**config.mk**
```make
export PLATFORM = sky130hd
export DESIGN_NAME = wall_column_texture_mapper_top
export DESIGN_NICKNAME = d
export VERILOG_FILES = /design/src/design/wcm_pkg.sv /design/src/design/wcm_div.sv /design/src/design/wcm_dp.sv /design/src/design/wcm_ctrl.sv /design/src/design/wall_column_texture_mapper_top.sv
export SDC_FILE = /design/constraint.sdc
export NUM_CORES = 2
export LEC_CHECK = 0
export ABC_AREA = 1
export BUFFER_PORTS_ARGS = -buffer_cell sky130_fd_sc_hd__buf_4
export CAP_MARGIN = 10
export CORE_MARGIN = 10
export CORE_UTILIZATION = 55
export CTS_CLUSTER_DIAMETER = 80
export DETAILED_ROUTE_END_ITERATION = 8
export PLACE_DENSITY = 0.73
export SYNTH_ARGS = -nofsm -noshare
export SYNTH_HDL_FRONTEND = slang
export SYNTH_HIERARCHICAL = 1
export SYNTH_SLANG_ARGS = --single-unit
```
**constraint.sdc**
```tcl
create_clock -name clk -period 10.8 [get_ports clk]
set_input_delay 1.08 -clock clk [delete_from_list [all_inputs] [get_ports clk]]
set_output_delay 1.08 -clock clk [all_outputs]
set_load 0.03 [all_outputs]
```
**src/design/wcm_pkg.sv**
```systemverilog
// ----------------------------------------------------------------------------
// wcm_pkg: shared types and constants for the wall column texture mapper
// Field widths, stream payload layouts, controller/datapath command and
// status groups, and small helpers used by more than one module.
// ----------------------------------------------------------------------------
package wcm_pkg;

	localparam int FRAC_BITS   = 16;
	localparam int SCREEN_BITS = 12;

	localparam int SIDE_W   = 2;
	localparam int COORD_W  = 31;
	localparam int DIR_W    = 21;
	localparam int LH_W     = 16;
	localparam int TEXW_W   = 11;
	localparam int HLOG_W   = 4;
	localparam int HLOG_MAX = 10;
	localparam int COL_W    = 10;
	localparam int POS_W    = 48;
	localparam int FI_W     = 24;
	localparam int TEXEL_W  = 20;
	localparam int BASE_W   = LH_W + 1;

	// step numerator is 1 << (hlog + FRAC_BITS)
	localparam int DIV_W     = HLOG_MAX + FRAC_BITS + 1;
	localparam int DIV_CNT_W = $clog2(DIV_W + 1);

	localparam int IN_FIELDS_W  = SIDE_W + 3 * COORD_W + 2 * DIR_W + LH_W + 3 * SCREEN_BITS;
	localparam int IN_TDATA_W   = ((IN_FIELDS_W + 7) / 8) * 8;
	localparam int OUT_FIELDS_W = FI_W + TEXEL_W;
	localparam int OUT_TDATA_W  = ((OUT_FIELDS_W + 7) / 8) * 8;

	localparam int APB_ADDR_W = 4;
	localparam int APB_DATA_W = 32;

	typedef enum logic {
		CMD_SETUP = 1'b0,
		CMD_ROW   = 1'b1
	} cmd_code_t;

	typedef enum logic [SIDE_W-1:0] {
		SIDE_NORTH = 2'd0,
		SIDE_SOUTH = 2'd1,
		SIDE_WEST  = 2'd2,
		SIDE_EAST  = 2'd3
	} side_t;

	typedef enum logic [1:0] {
		REG_TEX_WIDTH  = 2'd0,
		REG_TEX_HLOG2  = 2'd1,
		REG_SCR_WIDTH  = 2'd2,
		REG_SCR_HEIGHT = 2'd3
	} reg_idx_t;

	// first field in the lowest bits
	typedef struct packed {
		logic [IN_TDATA_W-IN_FIELDS_W-1:0] pad;
		logic [SCREEN_BITS-1:0]            column;
		logic [SCREEN_BITS-1:0]            row_end;
		logic [SCREEN_BITS-1:0]            row_first;
		logic [LH_W-1:0]                   line_height;
		logic [DIR_W-1:0]                  ray_dir_y;
		logic [DIR_W-1:0]                  ray_dir_x;
		logic [COORD_W-1:0]                perp_dist;
		logic [COORD_W-1:0]                player_y;
		logic [COORD_W-1:0]                player_x;
		logic [SIDE_W-1:0]                 side;
	} in_data_t;

	typedef struct packed {
		logic [OUT_TDATA_W-OUT_FIELDS_W-1:0] pad;
		logic [TEXEL_W-1:0]                  texel_offset;
		logic [FI_W-1:0]                     frame_index;
	} out_data_t;

	typedef struct packed {
		logic capture;   // latch setup fields, form wall product
		logic frac_en;   // wall fraction, start step divide
		logic col_en;    // texture column product
		logic pos_en;    // start position product, arm the column
		logic emit;      // produce one row request
	} wcm_cmd_t;

	typedef struct packed {
		logic active;
		logic out_free;
		logic div_busy;
	} wcm_status_t;

	function automatic logic [HLOG_W-1:0] clamp_hlog(input logic [HLOG_W-1:0] v);
		return (v > HLOG_W'(HLOG_MAX)) ? HLOG_W'(HLOG_MAX) : v;
	endfunction

endpackage

```
**src/design/wcm_div.sv**
```systemverilog
// ----------------------------------------------------------------------------
// wcm_div: restoring divider for the texture step
// One quotient bit per cycle; the quotient has DIV_W bits.
// ----------------------------------------------------------------------------
module wcm_div (
	input  logic                         clk,
	input  logic                         arst_n,
	input  logic                         start,
	input  logic [wcm_pkg::DIV_W-1:0]    numer,
	input  logic [wcm_pkg::LH_W-1:0]     denom,
	output logic                         busy,
	output logic [wcm_pkg::DIV_W-1:0]    quot
);
	import wcm_pkg::*;

	logic [DIV_W-1:0]     nq_q;
	logic [LH_W-1:0]      rem_q;
	logic [DIV_CNT_W-1:0] cnt_q;
	logic                 busy_q;
	logic [LH_W:0]        rem_sh;
	logic [LH_W:0]        diff;
	logic                 fits;

	assign rem_sh = {rem_q, nq_q[DIV_W-1]};
	assign diff   = rem_sh - {1'b0, denom};
	assign fits   = rem_sh >= {1'b0, denom};

	always_ff @(posedge clk or negedge arst_n) begin
		if (!arst_n) begin
			busy_q <= 1'b0;
			cnt_q  <= '0;
		end else if (start) begin
			busy_q <= 1'b1;
			cnt_q  <= DIV_CNT_W'(DIV_W);
		end else if (busy_q) begin
			cnt_q <= cnt_q - 1'b1;
			if (cnt_q == DIV_CNT_W'(1)) begin
				busy_q <= 1'b0;
			end
		end
	end

	always_ff @(posedge clk) begin
		if (start) begin
			nq_q  <= numer;
			rem_q <= '0;
		end else if (busy_q) begin
			nq_q  <= {nq_q[DIV_W-2:0], fits};
			rem_q <= fits ? diff[LH_W-1:0] : rem_sh[LH_W-1:0];
		end
	end

	assign busy = busy_q;
	assign quot = nq_q;

	a_start_busy: assert property (@(posedge clk) disable iff (!arst_n)
		start |=> busy_q && cnt_q == DIV_CNT_W'(DIV_W))
		else $error("divider did not start");

endmodule

```
**src/design/wcm_dp.sv**
```systemverilog
// ----------------------------------------------------------------------------
// wcm_dp: datapath of the wall column texture mapper
// Setup arithmetic, per-column state, row stepping and the output register.
// ----------------------------------------------------------------------------
module wcm_dp (
	input  logic                            clk,
	input  logic                            arst_n,
	input  wcm_pkg::wcm_cmd_t               cmd,
	output wcm_pkg::wcm_status_t            status,
	input  wcm_pkg::in_data_t               in_data,
	input  logic [wcm_pkg::TEXW_W-1:0]      tex_width,
	input  logic [wcm_pkg::HLOG_W-1:0]      hlog,
	input  logic [wcm_pkg::SCREEN_BITS-1:0] scr_width,
	input  logic [wcm_pkg::SCREEN_BITS-1:0] scr_height,
	input  logic                            out_ready,
	output logic                            out_valid,
	output wcm_pkg::out_data_t              out_data,
	output logic [wcm_pkg::SIDE_W-1:0]      out_side,
	output logic                            out_last
);
	import wcm_pkg::*;

	// setup pipeline
	logic [SIDE_W-1:0]      side_s1;
	logic                   mirror_s1;
	logic [FRAC_BITS-1:0]   player_lo_s1;
	logic [FRAC_BITS-1:0]   prod_hi_s1;
	logic [LH_W-1:0]        lh_s1;
	logic [SCREEN_BITS-1:0] row_first_s1;
	logic [SCREEN_BITS-1:0] row_end_s1;
	logic [SCREEN_BITS-1:0] column_s1;
	logic [FRAC_BITS-1:0]   frac_s2;
	logic [TEXW_W-1:0]      col_raw_s3;

	// column state
	logic                   active_q;
	logic [COL_W-1:0]       tex_column_q;
	logic [POS_W-1:0]       tex_pos_q;
	logic [DIV_W-1:0]       tex_step_q;
	logic [SCREEN_BITS-1:0] current_row_q;
	logic [SCREEN_BITS-1:0] end_row_q;
	logic [SCREEN_BITS-1:0] saved_column_q;
	logic [SIDE_W-1:0]      saved_side_q;

	// output register
	logic                   out_valid_q;
	logic [FI_W-1:0]        frame_index_q;
	logic [TEXEL_W-1:0]     texel_q;
	logic [SIDE_W-1:0]      out_side_q;
	logic                   out_last_q;

	logic                             is_ns;
	logic [COORD_W-1:0]               player_sel;
	logic [DIR_W-1:0]                 dir_sel;
	logic                             mirror;
	logic signed [COORD_W+DIR_W:0]    wall_prod;
	logic [FRAC_BITS+TEXW_W-1:0]      col_prod;
	logic [TEXW_W-1:0]                col_mir;
	logic [DIV_W-1:0]                 numer;
	logic [LH_W-1:0]                  denom;
	logic                             div_busy;
	logic [DIV_W-1:0]                 quot;
	logic [BASE_W-1:0]                base;
	logic signed [BASE_W+DIV_W:0]     pos_prod;
	logic [COL_W:0]                   hone;
	logic [COL_W-1:0]                 hmask;
	logic [COL_W-1:0]                 tex_row;
	logic [TEXEL_W-1:0]               texel;
	logic [FI_W-1:0]                  fi_prod;
	logic [SCREEN_BITS-1:0]           row_next;
	logic                             row_last;

	// setup: select by side, one wall product
	assign is_ns = (side_t'(in_data.side) == SIDE_NORTH) || (side_t'(in_data.side) == SIDE_SOUTH);
	assign player_sel = is_ns ? in_data.player_y : in_data.player_x;
	assign dir_sel    = is_ns ? in_data.ray_dir_y : in_data.ray_dir_x;
	assign mirror = is_ns ? (!in_data.ray_dir_x[DIR_W-1] && (|in_data.ray_dir_x))
	                      : in_data.ray_dir_y[DIR_W-1];
	assign wall_prod = $signed({1'b0, in_data.perp_dist}) * $signed(dir_sel);

	assign col_prod = frac_s2 * tex_width;
	assign col_mir  = tex_width - col_raw_s3 - 1'b1;

	// texture height in Q.FRAC_BITS: 1 << (hlog + FRAC_BITS)
	assign numer = (DIV_W'(1) << FRAC_BITS) << hlog;
	assign denom = (lh_s1 == '0) ? LH_W'(1) : lh_s1;

	assign base = BASE_W'(row_first_s1) - BASE_W'(scr_height >> 1) + BASE_W'(lh_s1 >> 1);
	assign pos_prod = $signed(base) * $signed({1'b0, quot});

	wcm_div u_div (
		.clk    (clk),
		.arst_n (arst_n),
		.start  (cmd.frac_en),
		.numer  (numer),
		.denom  (denom),
		.busy   (div_busy),
		.quot   (quot)
	);

	always_ff @(posedge clk) begin
		if (cmd.capture) begin
			side_s1      <= in_data.side;
			mirror_s1    <= mirror;
			player_lo_s1 <= player_sel[FRAC_BITS-1:0];
			prod_hi_s1   <= wall_prod[2*FRAC_BITS-1:FRAC_BITS];
			lh_s1        <= in_data.line_height;
			row_first_s1 <= in_data.row_first;
			row_end_s1   <= in_data.row_end;
			column_s1    <= in_data.column;
		end
		if (cmd.frac_en) begin
			frac_s2 <= player_lo_s1 + prod_hi_s1;
		end
		if (cmd.col_en) begin
			col_raw_s3 <= col_prod[FRAC_BITS +: TEXW_W];
		end
	end

	// per-row arithmetic
	assign hone    = (COL_W+1)'(1) << hlog;
	assign hmask   = COL_W'(hone - 1'b1);
	assign tex_row = tex_pos_q[FRAC_BITS +: COL_W] & hmask;
	assign texel   = (TEXEL_W'(tex_row) << hlog) + TEXEL_W'(tex_column_q);
	assign fi_prod = {{(FI_W-SCREEN_BITS){1'b0}}, current_row_q}
	               * {{(FI_W-SCREEN_BITS){1'b0}}, scr_width};
	assign row_next = current_row_q + 1'b1;
	assign row_last = (row_next == '0) || (row_next >= end_row_q);

	always_ff @(posedge clk or negedge arst_n) begin
		if (!arst_n) begin
			active_q <= 1'b0;
		end else if (cmd.pos_en) begin
			active_q <= row_first_s1 < row_end_s1;
		end else if (cmd.emit && row_last) begin
			active_q <= 1'b0;
		end
	end

	always_ff @(posedge clk) begin
		if (cmd.pos_en) begin
			tex_column_q   <= mirror_s1 ? col_mir[COL_W-1:0] : col_raw_s3[COL_W-1:0];
			tex_step_q     <= quot;
			tex_pos_q      <= POS_W'(pos_prod);
			current_row_q  <= row_first_s1;
			end_row_q      <= row_end_s1;
			saved_column_q <= column_s1;
			saved_side_q   <= side_s1;
		end else if (cmd.emit) begin
			tex_pos_q     <= tex_pos_q + POS_W'(tex_step_q);
			current_row_q <= row_next;
		end
	end

	always_ff @(posedge clk or negedge arst_n) begin
		if (!arst_n) begin
			out_valid_q <= 1'b0;
		end else if (cmd.emit) begin
			out_valid_q <= 1'b1;
		end else if (out_ready) begin
			out_valid_q <= 1'b0;
		end
	end

	always_ff @(posedge clk) begin
		if (cmd.emit) begin
			frame_index_q <= fi_prod + FI_W'(saved_column_q);
			texel_q       <= texel;
			out_side_q    <= saved_side_q;
			out_last_q    <= row_last;
		end
	end

	assign status.active   = active_q;
	assign status.out_free = !out_valid_q || out_ready;
	assign status.div_busy = div_busy;

	assign out_valid             = out_valid_q;
	assign out_data.pad          = '0;
	assign out_data.texel_offset = texel_q;
	assign out_data.frame_index  = frame_index_q;
	assign out_side              = out_side_q;
	assign out_last              = out_last_q;

	a_emit_active: assert property (@(posedge clk) disable iff (!arst_n)
		cmd.emit |-> active_q && (!out_valid_q || out_ready))
		else $error("row emitted without an armed column or a free output");

	a_last_idles: assert property (@(posedge clk) disable iff (!arst_n)
		cmd.emit && row_last |=> !active_q)
		else $error("column still armed after its last row");

endmodule

```
**src/design/wcm_ctrl.sv**
```systemverilog
// ----------------------------------------------------------------------------
// wcm_ctrl: controller of the wall column texture mapper
// Sequences column setup and gates row requests into the datapath.
// ----------------------------------------------------------------------------
module wcm_ctrl (
	input  logic                 clk,
	input  logic                 arst_n,
	input  logic                 in_valid,
	input  logic                 in_command,
	output logic                 in_ready,
	input  wcm_pkg::wcm_status_t status,
	output wcm_pkg::wcm_cmd_t    cmd
);
	import wcm_pkg::*;

	typedef enum logic [2:0] {
		ST_IDLE,
		ST_FRAC,
		ST_COL,
		ST_DIV,
		ST_POS
	} state_t;

	state_t state_q;
	logic   accept;

	assign in_ready = (state_q == ST_IDLE) && status.out_free;
	assign accept   = in_valid && in_ready;

	assign cmd.capture = accept && (cmd_code_t'(in_command) == CMD_SETUP);
	assign cmd.emit    = accept && (cmd_code_t'(in_command) == CMD_ROW) && status.active;
	assign cmd.frac_en = state_q == ST_FRAC;
	assign cmd.col_en  = state_q == ST_COL;
	assign cmd.pos_en  = state_q == ST_POS;

	always_ff @(posedge clk or negedge arst_n) begin
		if (!arst_n) begin
			state_q <= ST_IDLE;
		end else begin
			case (state_q)
				ST_IDLE: begin
					if (cmd.capture) begin
						state_q <= ST_FRAC;
					end
				end
				ST_FRAC: state_q <= ST_COL;
				ST_COL:  state_q <= ST_DIV;
				ST_DIV: begin
					if (!status.div_busy) begin
						state_q <= ST_POS;
					end
				end
				ST_POS:  state_q <= ST_IDLE;
				default: state_q <= ST_IDLE;
			endcase
		end
	end

	a_capture_seq: assert property (@(posedge clk) disable iff (!arst_n)
		cmd.capture |=> state_q == ST_FRAC)
		else $error("setup not sequenced");

	a_pos_after_div: assert property (@(posedge clk) disable iff (!arst_n)
		state_q == ST_POS |-> !status.div_busy)
		else $error("position product started before step was ready");

endmodule

```
**src/design/wall_column_texture_mapper_top.sv**
```systemverilog
// A row request (command 1) shows its result on the master side in the cycle after it
// is accepted; rows stream at one per cycle while the output is taken.
// Setup (command 0) holds s_axis_tready low after acceptance until the 27-step restoring
// divider has formed the texture step, one quotient bit per cycle, and the column is armed.
// Reset (arst_n low, asynchronous): the block idles with no column armed, the output
// register empty and the configuration registers at 64, 6, 640 and 480.
// ----------------------------------------------------------------------------
// wall_column_texture_mapper_top: raycast wall column to texture mapper
// Takes a column setup request, works out the texture column, step and start
// position, then turns each row request into a framebuffer index and a texel
// offset. Configuration lives behind an APB-style port.
// ----------------------------------------------------------------------------
module wall_column_texture_mapper_top (
	input  logic                              clk,
	input  logic                              arst_n,

	// APB-style configuration port
	input  logic                              psel,
	input  logic                              penable,
	input  logic                              pwrite,
	input  logic [wcm_pkg::APB_ADDR_W-1:0]    paddr,
	input  logic [wcm_pkg::APB_DATA_W-1:0]    pwdata,
	output logic [wcm_pkg::APB_DATA_W-1:0]    prdata,
	output logic                              pready,

	// request stream
	input  logic                              s_axis_tvalid,
	output logic                              s_axis_tready,
	// tdata, low bit up: side, player_x, player_y, perp_dist, ray_dir_x,
	// ray_dir_y, line_height, row_first, row_end, column, zero pad
	input  logic [wcm_pkg::IN_TDATA_W-1:0]    s_axis_tdata,
	// tuser: command
	input  logic                              s_axis_tuser,

	// pixel request stream
	output logic                              m_axis_tvalid,
	input  logic                              m_axis_tready,
	// tdata, low bit up: frame_index, texel_offset, zero pad
	output logic [wcm_pkg::OUT_TDATA_W-1:0]   m_axis_tdata,
	// tuser: texture_select
	output logic [wcm_pkg::SIDE_W-1:0]        m_axis_tuser,
	output logic                              m_axis_tlast
);
	import wcm_pkg::*;

	logic [TEXW_W-1:0]      tex_width_q;
	logic [HLOG_W-1:0]      tex_hlog_q;
	logic [SCREEN_BITS-1:0] scr_width_q;
	logic [SCREEN_BITS-1:0] scr_height_q;
	logic                   cfg_write;
	reg_idx_t               cfg_idx;
	logic [HLOG_W-1:0]      hlog_eff;

	wcm_cmd_t    cmd;
	wcm_status_t status;
	out_data_t   out_data;

	// Configuration: write on the access phase, no wait states.
	assign pready    = 1'b1;
	assign cfg_write = psel && penable && pwrite && pready;
	assign cfg_idx   = reg_idx_t'(paddr[APB_ADDR_W-1:2]);

	always_ff @(posedge clk or negedge arst_n) begin
		if (!arst_n) begin
			tex_width_q  <= TEXW_W'(64);
			tex_hlog_q   <= HLOG_W'(6);
			scr_width_q  <= SCREEN_BITS'(640);
			scr_height_q <= SCREEN_BITS'(480);
		end else if (cfg_write) begin
			case (cfg_idx)
				REG_TEX_WIDTH:  tex_width_q  <= pwdata[TEXW_W-1:0];
				REG_TEX_HLOG2:  tex_hlog_q   <= pwdata[HLOG_W-1:0];
				REG_SCR_WIDTH:  scr_width_q  <= pwdata[SCREEN_BITS-1:0];
				REG_SCR_HEIGHT: scr_height_q <= pwdata[SCREEN_BITS-1:0];
				default: ;
			endcase
		end
	end

	// Read back the stored value, zero extended.
	always_comb begin
		case (cfg_idx)
			REG_TEX_WIDTH:  prdata = APB_DATA_W'(tex_width_q);
			REG_TEX_HLOG2:  prdata = APB_DATA_W'(tex_hlog_q);
			REG_SCR_WIDTH:  prdata = APB_DATA_W'(scr_width_q);
			REG_SCR_HEIGHT: prdata = APB_DATA_W'(scr_height_q);
			default:        prdata = '0;
		endcase
	end

	// Texture heights above 1024 rows clamp to 1024.
	assign hlog_eff = clamp_hlog(tex_hlog_q);

	// Controller: owns the request handshake and the setup sequence.
	wcm_ctrl u_ctrl (
		.clk        (clk),
		.arst_n     (arst_n),
		.in_valid   (s_axis_tvalid),
		.in_command (s_axis_tuser),
		.in_ready   (s_axis_tready),
		.status     (status),
		.cmd        (cmd)
	);

	// Datapath: setup arithmetic, column state and output register.
	wcm_dp u_dp (
		.clk        (clk),
		.arst_n     (arst_n),
		.cmd        (cmd),
		.status     (status),
		.in_data    (in_data_t'(s_axis_tdata)),
		.tex_width  (tex_width_q),
		.hlog       (hlog_eff),
		.scr_width  (scr_width_q),
		.scr_height (scr_height_q),
		.out_ready  (m_axis_tready),
		.out_valid  (m_axis_tvalid),
		.out_data   (out_data),
		.out_side   (m_axis_tuser),
		.out_last   (m_axis_tlast)
	);

	assign m_axis_tdata = out_data;

endmodule
```
==> impl_metrics.toml <==
[critical_path]
rrSetupSlack_ns = 1.12
critical_path_buf_inv_count = 11
crit_family = "adder cells"
crit_path_max_fanout = 15
end_kind = "flip-flop"
critPathArrivalTime_ns = 10.08
cp_data_required_time_ns = 11.20
crit_type = "flip-flop to flip-flop"
start_kind = "flip-flop"
path_depth = 45
slowest_stage = "fa_1"
max_stage_delay_ns = 0.54
reg2reg_depth = 45

[placement]
post-dp-hpwl_um = 118000
place_area_um2 = 56400
dpl.cell_count = 7894
io_buffers = 241
routabilityCongestion = 0.949

[layout]
final_cell_area_um2 = 57800
final_util_pct = 59.8
final_cells = 7979
syn2layout_area_growth_pct = 7.94
fin_nets = 8179
drive_gt1_share_pct = 7.30
n_fill_cell = 8532

[global_route]
globalRouteOverflowTotal = 0
grt_antenna_before_repair = 1
grt_pass1_wl_um = 235000
grt_usage_pct = 26.5
grt_max_degree = 86
grt_pass1_vias = 44200

[clocking]
cts_hold_buf = 0
cts.clk_slew.worst_paths_ns = 0.06
numCtsBuffers = 45
cts_setup_buffers = 0
cts-root-buf = "clkbuf_16"
cts_tree = "done"
cts.sink_count = 353
clock_latency_ns = 0.66
post_cts_resized = 0
cts_buffer_depth = 3
h-tree-depth = 2

[drt]
avgViaCountPerCell = 5.35
initialDrtViolationCount = 3635
vias = 42700
dr.pass1.iters = 6
wirelength_um = 147000
wl_per_cell_um = 18.4
drc = 0
detail-route-antenna-nets = 0

[synthesis]
ys_top_cells_by_area = "fa_1, edfxtp_1, nand2_1"
synth_top_area_share_pct = 31.2
syn_inst = 6536
synthArstFlopShare_pct = 14.2
yosysUniqueCellTypes = 71
synth-edff-count = 287
yosysMostFrequentCell = "nand2_1"
ys_seq_area_share_pct = 19.0
synth_commonest_cells = "nand2_1, inv_1, fa_1, ha_1, nor2_1"
synth_top_flop_cell = "edfxtp_1"
syn_area_um2 = 53600
avgSynthCellArea_um2 = 8.20
yosys_warnings = 6
synth-seq-cells = 353
yosysTopAreaCell = "fa_1"

[sta]
fin_setup_tns_ns = 0
min_period_ns = 9.68
finalSetupViolCount = 0
rsz0062_at_grt = "false"
hold_viol_final = 0
worstMarginPinSlew_ns = 1.08
maxSlewHeadroom_pct = 28.1
timing.final.crit_share_pct = 89.6
max_freq_mhz = 103
slew_violations = 0
skew_ns = 0.0508

[min_path]
min_path_type = "flip-flop to flip-flop"
whs_path_depth = 0

[floorplan]
start_util_pct = 55.4
row_count = 114
pin_count = 322
die_h_um = 332
coreArea_um2 = 96700
dieArea_um2 = 110000
die_w_um = 332

[outcome]
status = "complete, no violations"

[run]
max_cap_viol_count = 0
through the flow:
stage               hold WS (ns)  setup slack [ns]
floorplan                  0.400              2.52
global placement           0.402              1.39
detailed placement         0.405              1.32
CTS                        0.419              1.27
global route               0.424             0.418
finish                     0.417              1.12
routing by layer:
metal | part of all wire (%) | global-route usage [%] | vias up
met5 | 0.014 | 0 | -
met4 | 3.9 | 9.45 | 2
met3 | 9.6 | 6.07 | 358
met2 | 46 | 43.1 | 1843
met1 | 40 | 34.5 | 20800
li1 | - | - | 19800
layout make-up:
cell class	instances	area [um2]	share of cell area, %
sequential	353	10200	17.6
clock buffer	52	1150	1.99
timing repair buffer	282	2120	3.66
antenna	2	5.00	0.00865
tap	1276	1600	2.76
multi-input combinational	4423	36600	63.3
clock inverter	31	317	0.547
inverter	1560	5860	10.1
path summary, 6_finish.rpt:
path / start / to
max in group asynchronous: arst_n / scr_height_q[9]$_DFFE_PN0P_
min: u_dp/side_s1[1]$_DFFE_PP_ / u_dp/saved_side_q[1]$_DFFE_PP_
max: scr_height_q[3]$_DFFE_PN0P_ / u_dp/tex_pos_q[22]$_DFFE_PP_
min in group asynchronous: arst_n / scr_height_q[4]$_DFFE_PN0P_
max reg2reg: scr_height_q[3]$_DFFE_PN0P_ / u_dp/tex_pos_q[22]$_DFFE_PP_
min reg2reg: u_dp/side_s1[1]$_DFFE_PP_ / u_dp/saved_side_q[1]$_DFFE_PP_
sequential cells by signal, summed over array words and instances (netlist names), 5 cells and up:
signal and count:
u_dp/u_div/rem_q 16, u_dp/col_raw_s3 10, u_dp/row_end_s1 12, scr_width_q 12, u_dp/column_s1 12, u_dp/tex_step_q 26, u_dp/player_lo_s1 16, u_dp/end_row_q 12
u_dp/tex_column_q 10, u_dp/prod_hi_s1 16, u_dp/tex_pos_q 26, scr_height_q 12, u_dp/u_div/cnt_q 5, u_dp/frame_index_q 24, u_dp/u_div/quot 27, u_dp/lh_s1 16
u_dp/current_row_q 12, u_dp/saved_column_q 12, u_dp/frac_s2 16, u_dp/row_first_s1 12, tex_width_q 11, u_dp/texel_q 20
cells by family after synthesis:
logic type,Yosys count,synth area share (%)
and+or+nand+nor,2454,18.6
buffers and inverters,1799,13.0
adders and majority gates,1278,41.5
AOI/OAI and AO/OA,489,5.16
DFF,353,19.0
xor gates and xnor gates,158,2.60
other,3,0.0210
muxes,2,0.0397
layout by cell type, fill, tap and decap left out, types with 15 or more instances in the layout:
cell       count
xor2_1        95
dfxtp_1       16
nand3b_1      21
dfrtp_1       41
clkbuf_16     45
nand4_1       38
o21bai_1      17
edfxtp_1     287
buf_4        282
nand2_2       36
ha_1         444
nand3_1      163
conb_1        42
inv_2         22
xnor2_1       62
fa_1         834
nor2_2        15
nand2_1     1693
o21ai_1       26
o21ai_0      138
nor2_1       408
nor3_1        21
inv_1       1527
a21oi_1      215
Power is left out: the tool's default activity adds up to more than one toggle a clock period on the data nets, which glitch-free logic cannot reach.
